**config.mk**
```make
export PLATFORM = sky130hd
export DESIGN_NAME = radix_integer_formatter
export DESIGN_NICKNAME = d
export VERILOG_FILES = /design/src/rtl/core/rif_pkg.sv /design/src/rtl/core/rif_ram.sv /design/src/rtl/core/rif_divider.sv /design/src/rtl/core/radix_integer_formatter.sv
export SDC_FILE = /design/constraint.sdc
export NUM_CORES = 1
export LEC_CHECK = 0
export CAP_MARGIN = 25
export CELL_PAD_IN_SITES_DETAIL_PLACEMENT = 1
export CELL_PAD_IN_SITES_GLOBAL_PLACEMENT = 1
export CORE_ASPECT_RATIO = 0.9
export CORE_UTILIZATION = 48
export DETAILED_ROUTE_END_ITERATION = 16
export DONT_BUFFER_PORTS = 1
export GPL_ROUTABILITY_DRIVEN = 0
export GPL_TIMING_DRIVEN = 0
export PLACE_DENSITY_LB_ADDON = 0.1
export SETUP_SLACK_MARGIN = 0.4
export SKIP_CTS_REPAIR_TIMING = 1
export SLEW_MARGIN = 20
export SYNTH_ARGS = -nofsm -noshare
export SYNTH_HDL_FRONTEND = slang
export SYNTH_SLANG_ARGS = --single-unit
```
**constraint.sdc**
```tcl
create_clock -name i_clk -period 7.7 [get_ports i_clk]
set_clock_uncertainty 0.2 [all_clocks]
set_input_delay 1.54 -clock i_clk [delete_from_list [all_inputs] [get_ports i_clk]]
set_output_delay 1.54 -clock i_clk [all_outputs]
set_load 0.1 [all_outputs]
```
**src/rtl/core/rif_pkg.sv**
```systemverilog
// ============================================================================
// rif_pkg
// Shared constants for the radix integer formatter: character codes,
// configuration register indexes and alphabet layout.
// ============================================================================
`default_nettype none

package rif_pkg;

    // Configuration port layout
    localparam int CFG_ADDR_W  = 6;
    localparam int CFG_DATA_W  = 64;
    localparam int COUNT_W     = 6;

    // Alphabet storage: four words of eight byte-wide symbols
    localparam int ALPHA_WORDS = 4;
    localparam int ALPHA_SLOTS = 32;
    localparam int SLOT_W      = 5;
    localparam int CHAR_W      = 7;

    // Register indexes (byte address / 8)
    localparam logic [2:0] REG_SYMBOL_COUNT = 3'd0;
    localparam logic [2:0] REG_ALPHA_WORD_0 = 3'd1;
    localparam logic [2:0] REG_ALPHA_WORD_1 = 3'd2;
    localparam logic [2:0] REG_ALPHA_WORD_2 = 3'd3;
    localparam logic [2:0] REG_ALPHA_WORD_3 = 3'd4;

    // Character codes
    localparam logic [7:0] CHAR_PLUS  = 8'd43;
    localparam logic [7:0] CHAR_MINUS = 8'd45;
    localparam logic [7:0] PRINT_LOW  = 8'd32;
    localparam logic [7:0] PRINT_HIGH = 8'd126;

endpackage

`default_nettype wire

```
**src/rtl/core/rif_ram.sv**
```systemverilog
// ============================================================================
// rif_ram
// Generic single-write, single-read RAM with registered read data.
// ============================================================================
`default_nettype none

module rif_ram #(
    parameter int WIDTH = 8,
    parameter int DEPTH = 32
) (
    input  wire logic                     i_clk,
    input  wire logic                     i_we,
    input  wire logic [$clog2(DEPTH)-1:0] i_waddr,
    input  wire logic [WIDTH-1:0]         i_wdata,
    input  wire logic [$clog2(DEPTH)-1:0] i_raddr,
    output logic      [WIDTH-1:0]         o_rdata
);

    logic [WIDTH-1:0] r_mem [DEPTH];
    logic [WIDTH-1:0] r_rdata;

    // Write port and registered read port
    always_ff @(posedge i_clk) begin
        if (i_we) begin
            r_mem[i_waddr] <= i_wdata;
        end
        r_rdata <= r_mem[i_raddr];
    end

    assign o_rdata = r_rdata;

endmodule

`default_nettype wire

```
**src/rtl/core/rif_divider.sv**
```systemverilog
// ============================================================================
// rif_divider
// Iterative restoring divider: unsigned dividend by a narrow divisor,
// four quotient bits per cycle, quotient and remainder held after done.
// ============================================================================
`default_nettype none

module rif_divider #(
    parameter int VALUE_WIDTH = 32,
    parameter int DIVISOR_W   = 6
) (
    input  wire logic                   i_clk,
    input  wire logic                   i_rst_n,
    input  wire logic                   i_start,
    input  wire logic [VALUE_WIDTH-1:0] i_dividend,
    input  wire logic [DIVISOR_W-1:0]   i_divisor,
    output logic                        o_done,
    output logic      [VALUE_WIDTH-1:0] o_quotient,
    output logic      [DIVISOR_W-1:0]   o_remainder
);

    localparam int STEP   = 4;
    localparam int DIV_W  = ((VALUE_WIDTH + STEP - 1) / STEP) * STEP;
    localparam int PASSES = DIV_W / STEP;
    localparam int PASS_W = $clog2(PASSES + 1);

    logic                 r_busy, n_busy;
    logic                 r_done, n_done;
    logic [PASS_W-1:0]    r_pass, n_pass;
    logic [DIV_W-1:0]     r_quo,  n_quo;
    logic [DIVISOR_W-1:0] r_rem,  n_rem;
    logic [DIVISOR_W-1:0] r_div,  n_div;

    // Four restoring steps per cycle on the narrow remainder
    always_comb begin
        logic [DIVISOR_W:0]   v_part;
        logic [DIV_W-1:0]     v_quo;
        logic [DIVISOR_W-1:0] v_rem;
        v_quo  = r_quo;
        v_rem  = r_rem;
        v_part = '0;
        for (int s = 0; s < STEP; s++) begin
            v_part = {v_rem, v_quo[DIV_W-1]};
            v_quo  = {v_quo[DIV_W-2:0], 1'b0};
            if (v_part >= {1'b0, r_div}) begin
                v_part   = v_part - {1'b0, r_div};
                v_quo[0] = 1'b1;
            end
            v_rem = v_part[DIVISOR_W-1:0];
        end

        n_busy = r_busy;
        n_done = 1'b0;
        n_pass = r_pass;
        n_quo  = r_quo;
        n_rem  = r_rem;
        n_div  = r_div;
        if (i_start) begin
            n_busy = 1'b1;
            n_pass = PASS_W'(PASSES);
            n_quo  = DIV_W'(i_dividend);
            n_rem  = '0;
            n_div  = i_divisor;
        end else if (r_busy) begin
            n_quo  = v_quo;
            n_rem  = v_rem;
            n_pass = r_pass - 1'b1;
            if (r_pass == PASS_W'(1)) begin
                n_busy = 1'b0;
                n_done = 1'b1;
            end
        end
    end

    // Control state under reset, datapath free-running
    always_ff @(posedge i_clk) begin
        if (!i_rst_n) begin
            r_busy <= 1'b0;
            r_done <= 1'b0;
        end else begin
            r_busy <= n_busy;
            r_done <= n_done;
        end
        r_pass <= n_pass;
        r_quo  <= n_quo;
        r_rem  <= n_rem;
        r_div  <= n_div;
    end

    assign o_done      = r_done;
    assign o_quotient  = r_quo[VALUE_WIDTH-1:0];
    assign o_remainder = r_rem;

endmodule

`default_nettype wire

```
**src/rtl/core/radix_integer_formatter.sv**
```systemverilog
// ============================================================================
// radix_integer_formatter
// Writes a signed integer as text in a configured radix, one character per
// output item, most significant digit first, with a leading minus sign when negative.
// ============================================================================
// APB port (64-bit data, register i at byte 8*i): symbol_count, then
// alphabet words 0..3 (symbol 0 in the low byte). Write it only when idle.
// Input (i_in_valid / o_in_ready): one value per item. Output (o_out_valid /
// i_out_ready): one character per item, o_last on the final character.
// A taken value goes through an alphabet check, one symbol at a time, then
// one division per digit in the shared four-bit-per-cycle divider, then a
// minus sign when negative and the digits read back through the stack RAM
// port. A new value is taken only after the last character of the previous
// one is loaded. An invalid alphabet drops the value with no output.
// o_in_ready rises once the last character sits in the output register; a
// stalled receiver holds that register and pauses the sequencer.
// Synchronous reset clears the configuration and empties the output.
// ============================================================================
`default_nettype none

module radix_integer_formatter
    import rif_pkg::*;
#(
    parameter int MAX_SYMBOLS       = 32,
    parameter int VALUE_WIDTH       = 32,
    parameter int DIGIT_STACK_DEPTH = 32
) (
    input  wire logic                          i_clk,
    input  wire logic                          i_rst_n,
    // Configuration port
    input  wire logic                          psel,
    input  wire logic                          penable,
    input  wire logic                          pwrite,
    input  wire logic [CFG_ADDR_W-1:0]         paddr,
    input  wire logic [CFG_DATA_W-1:0]         pwdata,
    output logic      [CFG_DATA_W-1:0]         prdata,
    output logic                               pready,
    // Input channel
    input  wire logic                          i_in_valid,
    output logic                               o_in_ready,
    input  wire logic signed [VALUE_WIDTH-1:0] i_value,
    // Output channel
    output logic                               o_out_valid,
    input  wire logic                          i_out_ready,
    output logic      [CHAR_W-1:0]             o_character,
    output logic                               o_last
);

    localparam int RADIX_W = $clog2(MAX_SYMBOLS + 1);
    localparam int DIGIT_W = $clog2(MAX_SYMBOLS);
    localparam int AW      = $clog2(DIGIT_STACK_DEPTH);
    localparam int CW      = $clog2(DIGIT_STACK_DEPTH + 1);

    typedef enum logic [6:0] {
        S_IDLE  = 7'b0000001,
        S_CHECK = 7'b0000010,
        S_DIV   = 7'b0000100,
        S_WAIT  = 7'b0001000,
        S_SIGN  = 7'b0010000,
        S_FETCH = 7'b0100000,
        S_LOAD  = 7'b1000000
    } t_state;

    // Configuration registers
    logic [COUNT_W-1:0]    r_count;
    logic [CFG_DATA_W-1:0] r_alpha [ALPHA_WORDS];
    logic [7:0]            w_sym   [ALPHA_SLOTS];

    // Sequencer and datapath registers
    t_state               r_state, n_state;
    logic                 r_neg,   n_neg;
    logic [VALUE_WIDTH-1:0] r_mag, n_mag;
    logic [SLOT_W-1:0]    r_idx,   n_idx;
    logic [CW-1:0]        r_cnt,   n_cnt;
    logic [AW-1:0]        r_ptr,   n_ptr;
    logic                 r_ov,    n_ov;
    logic [CHAR_W-1:0]    r_oc,    n_oc;
    logic                 r_ol,    n_ol;

    logic                   w_cfg_wr;
    logic                   w_in_acc;
    logic                   w_out_free;
    logic [VALUE_WIDTH-1:0] w_raw;
    logic                   w_count_ok;
    logic [7:0]             w_c;
    logic                   w_dup;
    logic                   w_bad;
    logic                   w_div_start;
    logic                   w_div_done;
    logic [VALUE_WIDTH-1:0] w_quo;
    logic [RADIX_W-1:0]     w_rem;
    logic                   w_push;
    logic                   w_finish;
    logic [DIGIT_W-1:0]     w_rd_digit;
    logic [7:0]             w_digit_sym;

    // Unpack the alphabet into byte-wide symbols
    always_comb begin
        for (int k = 0; k < ALPHA_SLOTS; k++) begin
            w_sym[k] = r_alpha[k / 8][(k % 8) * 8 +: 8];
        end
    end

    // Configuration writes
    assign w_cfg_wr = psel & penable & pwrite & pready;
    assign pready   = 1'b1;

    always_ff @(posedge i_clk) begin
        if (!i_rst_n) begin
            r_count <= '0;
            for (int w = 0; w < ALPHA_WORDS; w++) begin
                r_alpha[w] <= '0;
            end
        end else if (w_cfg_wr) begin
            case (paddr[5:3])
                REG_SYMBOL_COUNT: r_count    <= pwdata[COUNT_W-1:0];
                REG_ALPHA_WORD_0: r_alpha[0] <= pwdata;
                REG_ALPHA_WORD_1: r_alpha[1] <= pwdata;
                REG_ALPHA_WORD_2: r_alpha[2] <= pwdata;
                REG_ALPHA_WORD_3: r_alpha[3] <= pwdata;
                default: ;
            endcase
        end
    end

    // Register readback
    always_comb begin
        case (paddr[5:3])
            REG_SYMBOL_COUNT: prdata = CFG_DATA_W'(r_count);
            REG_ALPHA_WORD_0: prdata = r_alpha[0];
            REG_ALPHA_WORD_1: prdata = r_alpha[1];
            REG_ALPHA_WORD_2: prdata = r_alpha[2];
            REG_ALPHA_WORD_3: prdata = r_alpha[3];
            default:          prdata = '0;
        endcase
    end

    // Alphabet check: one symbol per cycle against every later symbol
    assign w_count_ok = (r_count >= COUNT_W'(2)) && (r_count <= COUNT_W'(MAX_SYMBOLS));
    assign w_c        = w_sym[r_idx];

    always_comb begin
        w_dup = 1'b0;
        for (int j = 0; j < ALPHA_SLOTS; j++) begin
            if ((COUNT_W'(j) > COUNT_W'(r_idx)) && (COUNT_W'(j) < r_count) &&
                (w_sym[j] == w_c)) begin
                w_dup = 1'b1;
            end
        end
    end

    assign w_bad = (w_c == CHAR_PLUS) || (w_c == CHAR_MINUS) ||
                   (w_c < PRINT_LOW) || (w_c > PRINT_HIGH) || w_dup;

    // Shared divider
    assign w_div_start = (r_state == S_DIV);

    rif_divider #(
        .VALUE_WIDTH (VALUE_WIDTH),
        .DIVISOR_W   (RADIX_W)
    ) u_divider (
        .i_clk       (i_clk),
        .i_rst_n     (i_rst_n),
        .i_start     (w_div_start),
        .i_dividend  (r_mag),
        .i_divisor   (r_count[RADIX_W-1:0]),
        .o_done      (w_div_done),
        .o_quotient  (w_quo),
        .o_remainder (w_rem)
    );

    // Digit stack, least significant digit at address 0
    assign w_push   = (r_state == S_WAIT) && w_div_done;
    assign w_finish = (w_quo == '0) || (r_cnt == CW'(DIGIT_STACK_DEPTH - 1));

    rif_ram #(
        .WIDTH (DIGIT_W),
        .DEPTH (DIGIT_STACK_DEPTH)
    ) u_stack (
        .i_clk   (i_clk),
        .i_we    (w_push),
        .i_waddr (r_cnt[AW-1:0]),
        .i_wdata (w_rem[DIGIT_W-1:0]),
        .i_raddr (r_ptr),
        .o_rdata (w_rd_digit)
    );

    assign w_digit_sym = w_sym[SLOT_W'(w_rd_digit)];

    // Handshakes
    assign o_in_ready = (r_state == S_IDLE);
    assign w_in_acc   = i_in_valid & o_in_ready;
    assign w_out_free = !r_ov || i_out_ready;
    assign w_raw      = unsigned'(i_value);

    // Sequencer
    always_comb begin
        n_state = r_state;
        n_neg   = r_neg;
        n_mag   = r_mag;
        n_idx   = r_idx;
        n_cnt   = r_cnt;
        n_ptr   = r_ptr;
        n_ov    = r_ov && !i_out_ready;
        n_oc    = r_oc;
        n_ol    = r_ol;

        case (r_state)
            S_IDLE: begin
                if (w_in_acc) begin
                    n_neg = w_raw[VALUE_WIDTH-1];
                    n_mag = w_raw[VALUE_WIDTH-1] ? (~w_raw + 1'b1) : w_raw;
                    n_idx = '0;
                    n_cnt = '0;
                    if (w_count_ok) begin
                        n_state = S_CHECK;
                    end
                end
            end
            S_CHECK: begin
                if (w_bad) begin
                    n_state = S_IDLE;
                end else if (COUNT_W'(r_idx) == r_count - 1'b1) begin
                    n_state = S_DIV;
                end else begin
                    n_idx = r_idx + 1'b1;
                end
            end
            S_DIV: begin
                n_state = S_WAIT;
            end
            S_WAIT: begin
                if (w_div_done) begin
                    n_mag = w_quo;
                    n_cnt = r_cnt + 1'b1;
                    if (w_finish) begin
                        n_ptr   = r_cnt[AW-1:0];
                        n_state = r_neg ? S_SIGN : S_FETCH;
                    end else begin
                        n_state = S_DIV;
                    end
                end
            end
            S_SIGN: begin
                if (w_out_free) begin
                    n_ov    = 1'b1;
                    n_oc    = CHAR_MINUS[CHAR_W-1:0];
                    n_ol    = 1'b0;
                    n_state = S_FETCH;
                end
            end
            S_FETCH: begin
                n_state = S_LOAD;
            end
            S_LOAD: begin
                if (w_out_free) begin
                    n_ov = 1'b1;
                    n_oc = w_digit_sym[CHAR_W-1:0];
                    n_ol = (r_ptr == '0);
                    if (r_ptr == '0) begin
                        n_state = S_IDLE;
                    end else begin
                        n_ptr   = r_ptr - 1'b1;
                        n_state = S_FETCH;
                    end
                end
            end
            default: begin
                n_state = S_IDLE;
            end
        endcase
    end

    // Hold state; payload registers need no reset
    always_ff @(posedge i_clk) begin
        if (!i_rst_n) begin
            r_state <= S_IDLE;
            r_ov    <= 1'b0;
        end else begin
            r_state <= n_state;
            r_ov    <= n_ov;
        end
        r_neg <= n_neg;
        r_mag <= n_mag;
        r_idx <= n_idx;
        r_cnt <= n_cnt;
        r_ptr <= n_ptr;
        r_oc  <= n_oc;
        r_ol  <= n_ol;
    end

    assign o_out_valid = r_ov;
    assign o_character = r_oc;
    assign o_last      = r_ol;

endmodule

`default_nettype wire

```
After elaboration in Yosys (flattened, before gate mapping) --
Memories as Yosys holds them, arrays and structs flattened. A register that Yosys moved wholly into a read port is not among the register bits. Cells that the tools add are included.
Cells by class: order comparisons 72, reductions and logical operators 90, add/sub/neg operators 10, equality and inequality tests 57, bitwise operators 12, mux-type cells 110
Operator list (count):
- 64-bit case mux with 5 select lines | 1
- 64-bit two-way mux | 4
- 8-bit == test | 31
- 32-bit two-way mux | 5
- 5-bit by 6-bit < comparator with 1-bit output (first input constant) | 16
- 8-bit binary-select mux with 5-bit select | 2
- 5-bit greater-than comparator (first input constant) | 16
- 7-bit two-way mux | 11
- 1-bit logical AND | 65
- 32-bit case mux with 2 select lines | 1
- 1-bit two-way mux | 62
- 6-bit two-way mux | 9
- 7-bit case mux with 7 select lines | 1
- 4-bit by 6-bit < comparator with 1-bit output (first input constant) | 8
- 4-bit by 5-bit greater-than comparator with 1-bit output (first input constant) | 8
- 5-bit two-way mux | 7
- 32-bit by 1-bit adder with 32-bit output (second input constant) | 1
- 32-bit zero test | 1
- 32-bit inverter | 1
- 7-bit by 6-bit >= comparator with 1-bit output | 4
- 3-bit by 6-bit < comparator with 1-bit output (first input constant) | 4
- 6-bit subtractor | 4
- 3-bit by 5-bit greater-than comparator with 1-bit output (first input constant) | 4
- 5-bit case mux with 2 select lines | 2
- other kinds (51) | 83
Storage, ports and cells: register bits 121, bits in writable memories 416, word-level logic and storage cells 369, memories kept 2, output and inout bits 75, input port bits 109
Memories:
- r_alpha | words 4, width 64, read ports 4, clocked after memory_dff 0, write ports 4, RTL line radix_integer_formatter.sv:66 | logic [CFG_DATA_W-1:0] r_alpha [ALPHA_WORDS];
- u_stack.r_mem | words 32, width 5, read ports 1, clocked after memory_dff 1, write ports 1, RTL line rif_ram.sv:19 | logic [WIDTH-1:0] r_mem [DEPTH];

Longest topological paths before layout --
depth in word-level cells 40, mapped depth 39, depth with buffers taken out 38

Cells and area by module --
A second synthesis with hierarchy kept.
Unflattened totals: cells, all modules 2654, area total of the unflattened synthesis 32197.1 µm²
By module, submodules not included:
- radix_integer_formatter | seq. area each 9679.3 µm², instances 1, cells an instance 2057, area each 22417.8 µm²
- rif_ram | seq. area each 4904.7 µm², instances 1, cells an instance 277, area each 6344.8 µm²
- rif_divider | seq. area each 1381.3 µm², instances 1, cells an instance 320, area each 3434.5 µm²

Least setup slack after synthesis --
OpenSTA, ideal clock, no wires.
kind reg-to-reg, start point register u_divider.r_rem[0], in the netlist u_divider.o_remainder[0], end point register u_divider.r_rem[0], in the netlist u_divider.o_remainder[0], arrival time 7.999 ns, period minus slack after synthesis 8.266 ns, setup slack -0.566 ns, cell stages (with the launch flop) 38, data required time 7.433 ns, buffers on the path 1, path through dfxtp_1 > ha_1 > nor2b_4 > o21ai_2 > a21boi_1 > o21a_1 > o21ai_0 > nand2_1 > a21oi_1 > ha_1 > nor2b_1 > o21ai_0 > a21oi_1 > o21ai_0 > a31oi_1 > a311oi_4 > mux2i_1 > ha_1 > [... 2 more ...] > a21o_1 > a21o_1 > a211o_1 > a211o_1 > buf_6 > mux2_2 > inv_1 > ha_1 > nor2b_1 > o21ai_0 > nand2b_1 > a21o_1 > a21oi_1 > o21ai_0 > a21oi_1 > nand2_4 > mux2_4 > a21oi_2
On the way: word-level cells in the longest chain between the ends 8, elaborated cells between the ends (all ways) 11, those cells by class add/sub: 3; order compare: 4; mux: 4
RTL lines:
- from (decl) | RTL line rif_divider.sv:31 | logic [DIVISOR_W-1:0] r_rem, n_rem;
- from (signal assigned) | RTL line rif_divider.sv:86 | r_rem <= n_rem;
- 6-bit subtractor / 7-bit by 6-bit >= comparator with 1-bit output (equally long branches) | RTL line rif_divider.sv:46, rif_divider.sv:45
- 6-bit two-way mux (*) | RTL line rif_divider.sv:45 | if (v_part >= {1'b0, r_div}) begin
- 6-bit subtractor / 7-bit by 6-bit >= comparator with 1-bit output (equally long branches) | RTL line rif_divider.sv:46, rif_divider.sv:45
- 6-bit two-way mux (*) | RTL line rif_divider.sv:45
- 6-bit subtractor / 7-bit by 6-bit >= comparator with 1-bit output (equally long branches) | RTL line rif_divider.sv:46, rif_divider.sv:45
- 6-bit two-way mux (*) | RTL line rif_divider.sv:45
- 7-bit by 6-bit >= comparator with 1-bit output (*) | RTL line rif_divider.sv:45
- 6-bit two-way mux (*) | RTL line rif_divider.sv:45
Mark *: on every way between the ends. The rest lies on a longest branch, timed or not. A chain may end at the register's enable or synchronous reset.

Worst setup path in the final report --
start point register u_divider.r_div[1], end point register u_divider.r_rem[0], in the netlist u_divider.o_remainder[0]
On the way: word-level cells in the longest chain between the ends 8, elaborated cells between the ends (all ways) 11, those cells by class add/sub: 3; order compare: 4; mux: 4
RTL lines:
- from (decl) | RTL line rif_divider.sv:32 | logic [DIVISOR_W-1:0] r_div, n_div;
- from (signal assigned) | RTL line rif_divider.sv:87 | r_div <= n_div;
- 6-bit subtractor / 7-bit by 6-bit >= comparator with 1-bit output (equally long branches) | RTL line rif_divider.sv:46, rif_divider.sv:45
- 6-bit two-way mux | RTL line rif_divider.sv:45
- 6-bit subtractor / 7-bit by 6-bit >= comparator with 1-bit output (equally long branches) | RTL line rif_divider.sv:46, rif_divider.sv:45
- 6-bit two-way mux | RTL line rif_divider.sv:45
- 6-bit subtractor / 7-bit by 6-bit >= comparator with 1-bit output (equally long branches) | RTL line rif_divider.sv:46, rif_divider.sv:45
- 6-bit two-way mux | RTL line rif_divider.sv:45
- 7-bit by 6-bit >= comparator with 1-bit output (*) | RTL line rif_divider.sv:45
- 6-bit two-way mux (*) | RTL line rif_divider.sv:45
Marked as above.

==> results by group <==
Outcome
  – Status: complete, but fails checks
  – Failing checks: negative setup slack

Setup path
  – Crit-path leading delay family: compound AO/OA/AOI/OAI gates
  – Critical Path RT: 8.08 ns
  – Most frequent CP cell: a21oi_2
  – Launching point of the worst reg2reg path: u_divider.r_div[1]$_DFFE_PP_
  – CP peak stage delay: 0.43 ns
  – Crit. End Element: register
  – Worst setup SP type: register
  – Crit path depth: 38
  – CP bufs+invs: 4
  – R2R Setup Slk: -0.0009 ns
  – Slowest cell on the critical path: edfxtp_1
  – Worst R2R End: u_divider.o_remainder[0]$_SDFFE_PP0P_
  – Worst setup path startpoint: u_divider.r_div[1]$_DFFE_PP_
  – Critical path peak fanout: 7
  – Reg2Reg Depth: 38
  – Critical path arrival: 8.08 ns
  – Crit path kind: reg2reg
  – Crit path capture: u_divider.o_remainder[0]$_SDFFE_PP0P_

Clocking
  – Num CTS Buffers: 56
  – H-Tree Depth: 2
  – CTS Root Cell: clkbuf_16
  – Clock net sink count: 542
  – Clk pin slew, worst setup/hold paths: 0.07 ns
  – CTS tree: done
  – Clock latency on the worst-skew pair: 0.67 ns
  – Deepest clock path buffer count: 3

Global routing
  – First-pass GRT wire length: 196000 um
  – Largest net degree at the start of global routing: 37
  – Global Route Usage Sum: 0.410
  – Vias in the first global route: 26600
  – Total grt overflow: 0
  – Initial antenna violation count: 11

Yosys
  – Post-Synthesis Cells: 2782
  – Synth cell types: 72
  – Sequential-to-total area share from yosys stat: 0.495
  – Synth Flop Type: edfxtp_1
  – Syn Nets: 2936
  – Asr flop ratio synth: 0
  – Synth warn: 0
  – Yosys reg bits: 542
  – Top cell type's share of synthesized area: 0.476
  – Synth top cells by count: edfxtp_1, and2_1, nand2_1
  – Syn Area/Cell: 11.6 um2
  – Mapped Area: 0.0323 mm2
  – Count leader, synth: edfxtp_1
  – Synth area leader: edfxtp_1
  – Top post-synthesis cells by area: edfxtp_1, mux4_2, xor2_1
  – Post-synth EDFFs: 511

STA
  – Slew @ Worst Pin: 1.23 ns
  – RSZ-0062 raised after global routing: yes
  – PnR worst setup slack: -0.000917 ns
  – Slew HR: 0.175
  – Total negative slack: -0.000917 ns
  – Final Slew Violations: 0
  – Fin crit period: 7.70 ns
  – Fmax: 0.130 GHz
  – Final setup violation count: 1
  – Hold Violations, Final: 0
  – Period utilization: 1.00

Flow run
  – Maxcap violations: 0

Finish
  – Final net count: 3068
  – Layout cells sized above 1: 0.140
  – Layout area overhead: 13.7%
  – Fillers: 6747
  – Post-Route Utilization: 0.556

Die
  – Initial core utilization: 0.489
  – Die W: 275 um
  – Die area: 0.0683 mm2
  – Rows: 89
  – I/O pin count: 184
  – Core box area: 0.0660 mm2
  – Die Ht: 248 um

Placed design
  – Pre-CTS WS: -1.00 ns
  – IO buf count: 0
  – DP HPWL: 104000 um

Drt
  – Pre-Repair DR Iteration Count: 8
  – WL final: 142000 um
  – Via-to-Cell Ratio: 6.98
  – Drc violations: 0
  – WL/cell: 37.2 um
  – Final ANT Viol Nets: 0
  – Initial drt markers: 4143
  – Via count: 26700

Hold path
  – Worst Hold Launch: r_count[2]$_SDFFE_PN0P_
  – Tightest Hold Check Type: reg2reg

Power
  – Leakage: 13.2 nW
  – Pwr Total: 9.72 mW
  – VDD IR max: 0.190 mV
  – Power per cell area: 265 mW/mm2
-- worst min-delay path by stage --
stage	slack [ns]	endpoint	depth (start not counted)
6_report	0.26	u_divider.r_div[2]$_DFFE_PP_	0
2_1_floorplan	0.21	u_divider.r_div[2]$_DFFE_PP_	0
4_1_cts	0.27	u_divider.r_div[2]$_DFFE_PP_	0
3_5_place_dp	0.25	u_divider.r_div[2]$_DFFE_PP_	0
5_1_grt	0.28	u_divider.r_div[2]$_DFFE_PP_	0
3_3_place_gp	0.26	u_divider.r_div[2]$_DFFE_PP_	0
-- cell usage in the layout (no fill, tap or decap), drive strengths merged, types with 7 or more instances in the layout --
cell     synthesis  layout
o31ai           13      13
a2111oi          8       8
and3            10      10
bufinv           0       7
o22ai           78      78
nand3           42      42
dfxtp           31      31
nor4            52      52
mux4           111     111
mux2            13      13
nand4           51      51
nor2           132     132
mux2i          173     173
xnor2           84      84
and2           265     265
inv             53      52
nand2b          16      16
o21ai          119     119
xor2           222     222
a21o             8       8
buf             67     137
clkinv           0      26
ha              41      41
a21oi           49      49
nor3            46      46
nor2b           17      17
nand2          242     242
edfxtp         511     511
clkbuf         118     190
a22oi          117     117
or3              8       8
-- stage by stage --
stage | instance area (um2) | hold WS, ns | std cells
after CTS | 36000 | 0.274 | 3777
after global routing | 36700 | 0.277 | 3825
final | 36700 | 0.257 | 3830
after detailed placement | 34200 | 0.254 | 3673
after global placement | 33400 | 0.258 | 3646
after floorplan | 32300 | 0.206 | 2782
-- final cells by class --
class / count / area, um2 / area share
flip-flops and latches: 542 / 16000 / 0.436
multi-input cells: 2002 / 15600 / 0.426
clock buffers: 70 / 1450 / 0.0396
well taps: 864 / 1080 / 0.0295
repair buffers: 74 / 1060 / 0.0288
plain buffers: 185 / 843 / 0.0230
clock inverters: 34 / 414 / 0.0113
inverters: 53 / 208 / 0.00566
diodes: 6 / 15.0 / 0.000409
-- sequential cells by signal, summed over array words and instances, names as in the netlist, 6 cells and up --
| name | cells |
|---|---|
| r_cnt | 6 |
| r_count | 6 |
| u_stack.r_mem | 160 |
| u_divider.r_div | 6 |
| u_divider.o_remainder | 6 |
| o_character | 7 |
| r_alpha | 256 |
| r_state | 7 |
| r_mag | 32 |
| u_divider.o_quotient | 32 |
-- routing by layer --
layer / track usage / part of all wire
met3: 0.150 / 0.12
met4: 0.247 / 0.074
met1: 0.495 / 0.36
met2: 0.627 / 0.44
met5: 0.0185 / 0.0015
-- power by group --
group	leakage (nW)	total [mW]	switching, mW	internal (mW)
Combinational	7.28	3.33	2.35	0.985
Sequential	4.98	3.60	0.219	3.38
Clock	0.900	2.79	1.21	1.58
-- cell families (layout without fill, tap and decap cells) --
kind of cell,Yosys count,count (layout),share of synthesized area
other,1,7,0.000116
buffers and inverters,238,416,0.0317
xor gates and xnor gates,306,306,0.0831
AOI/OAI and AO/OA,438,438,0.0879
muxes,297,297,0.136
DFF,542,542,0.495
adders and majority gates,45,45,0.0184
and+or+nand+nor,915,915,0.148
Note: power is estimated with default switching activity, not from simulation.
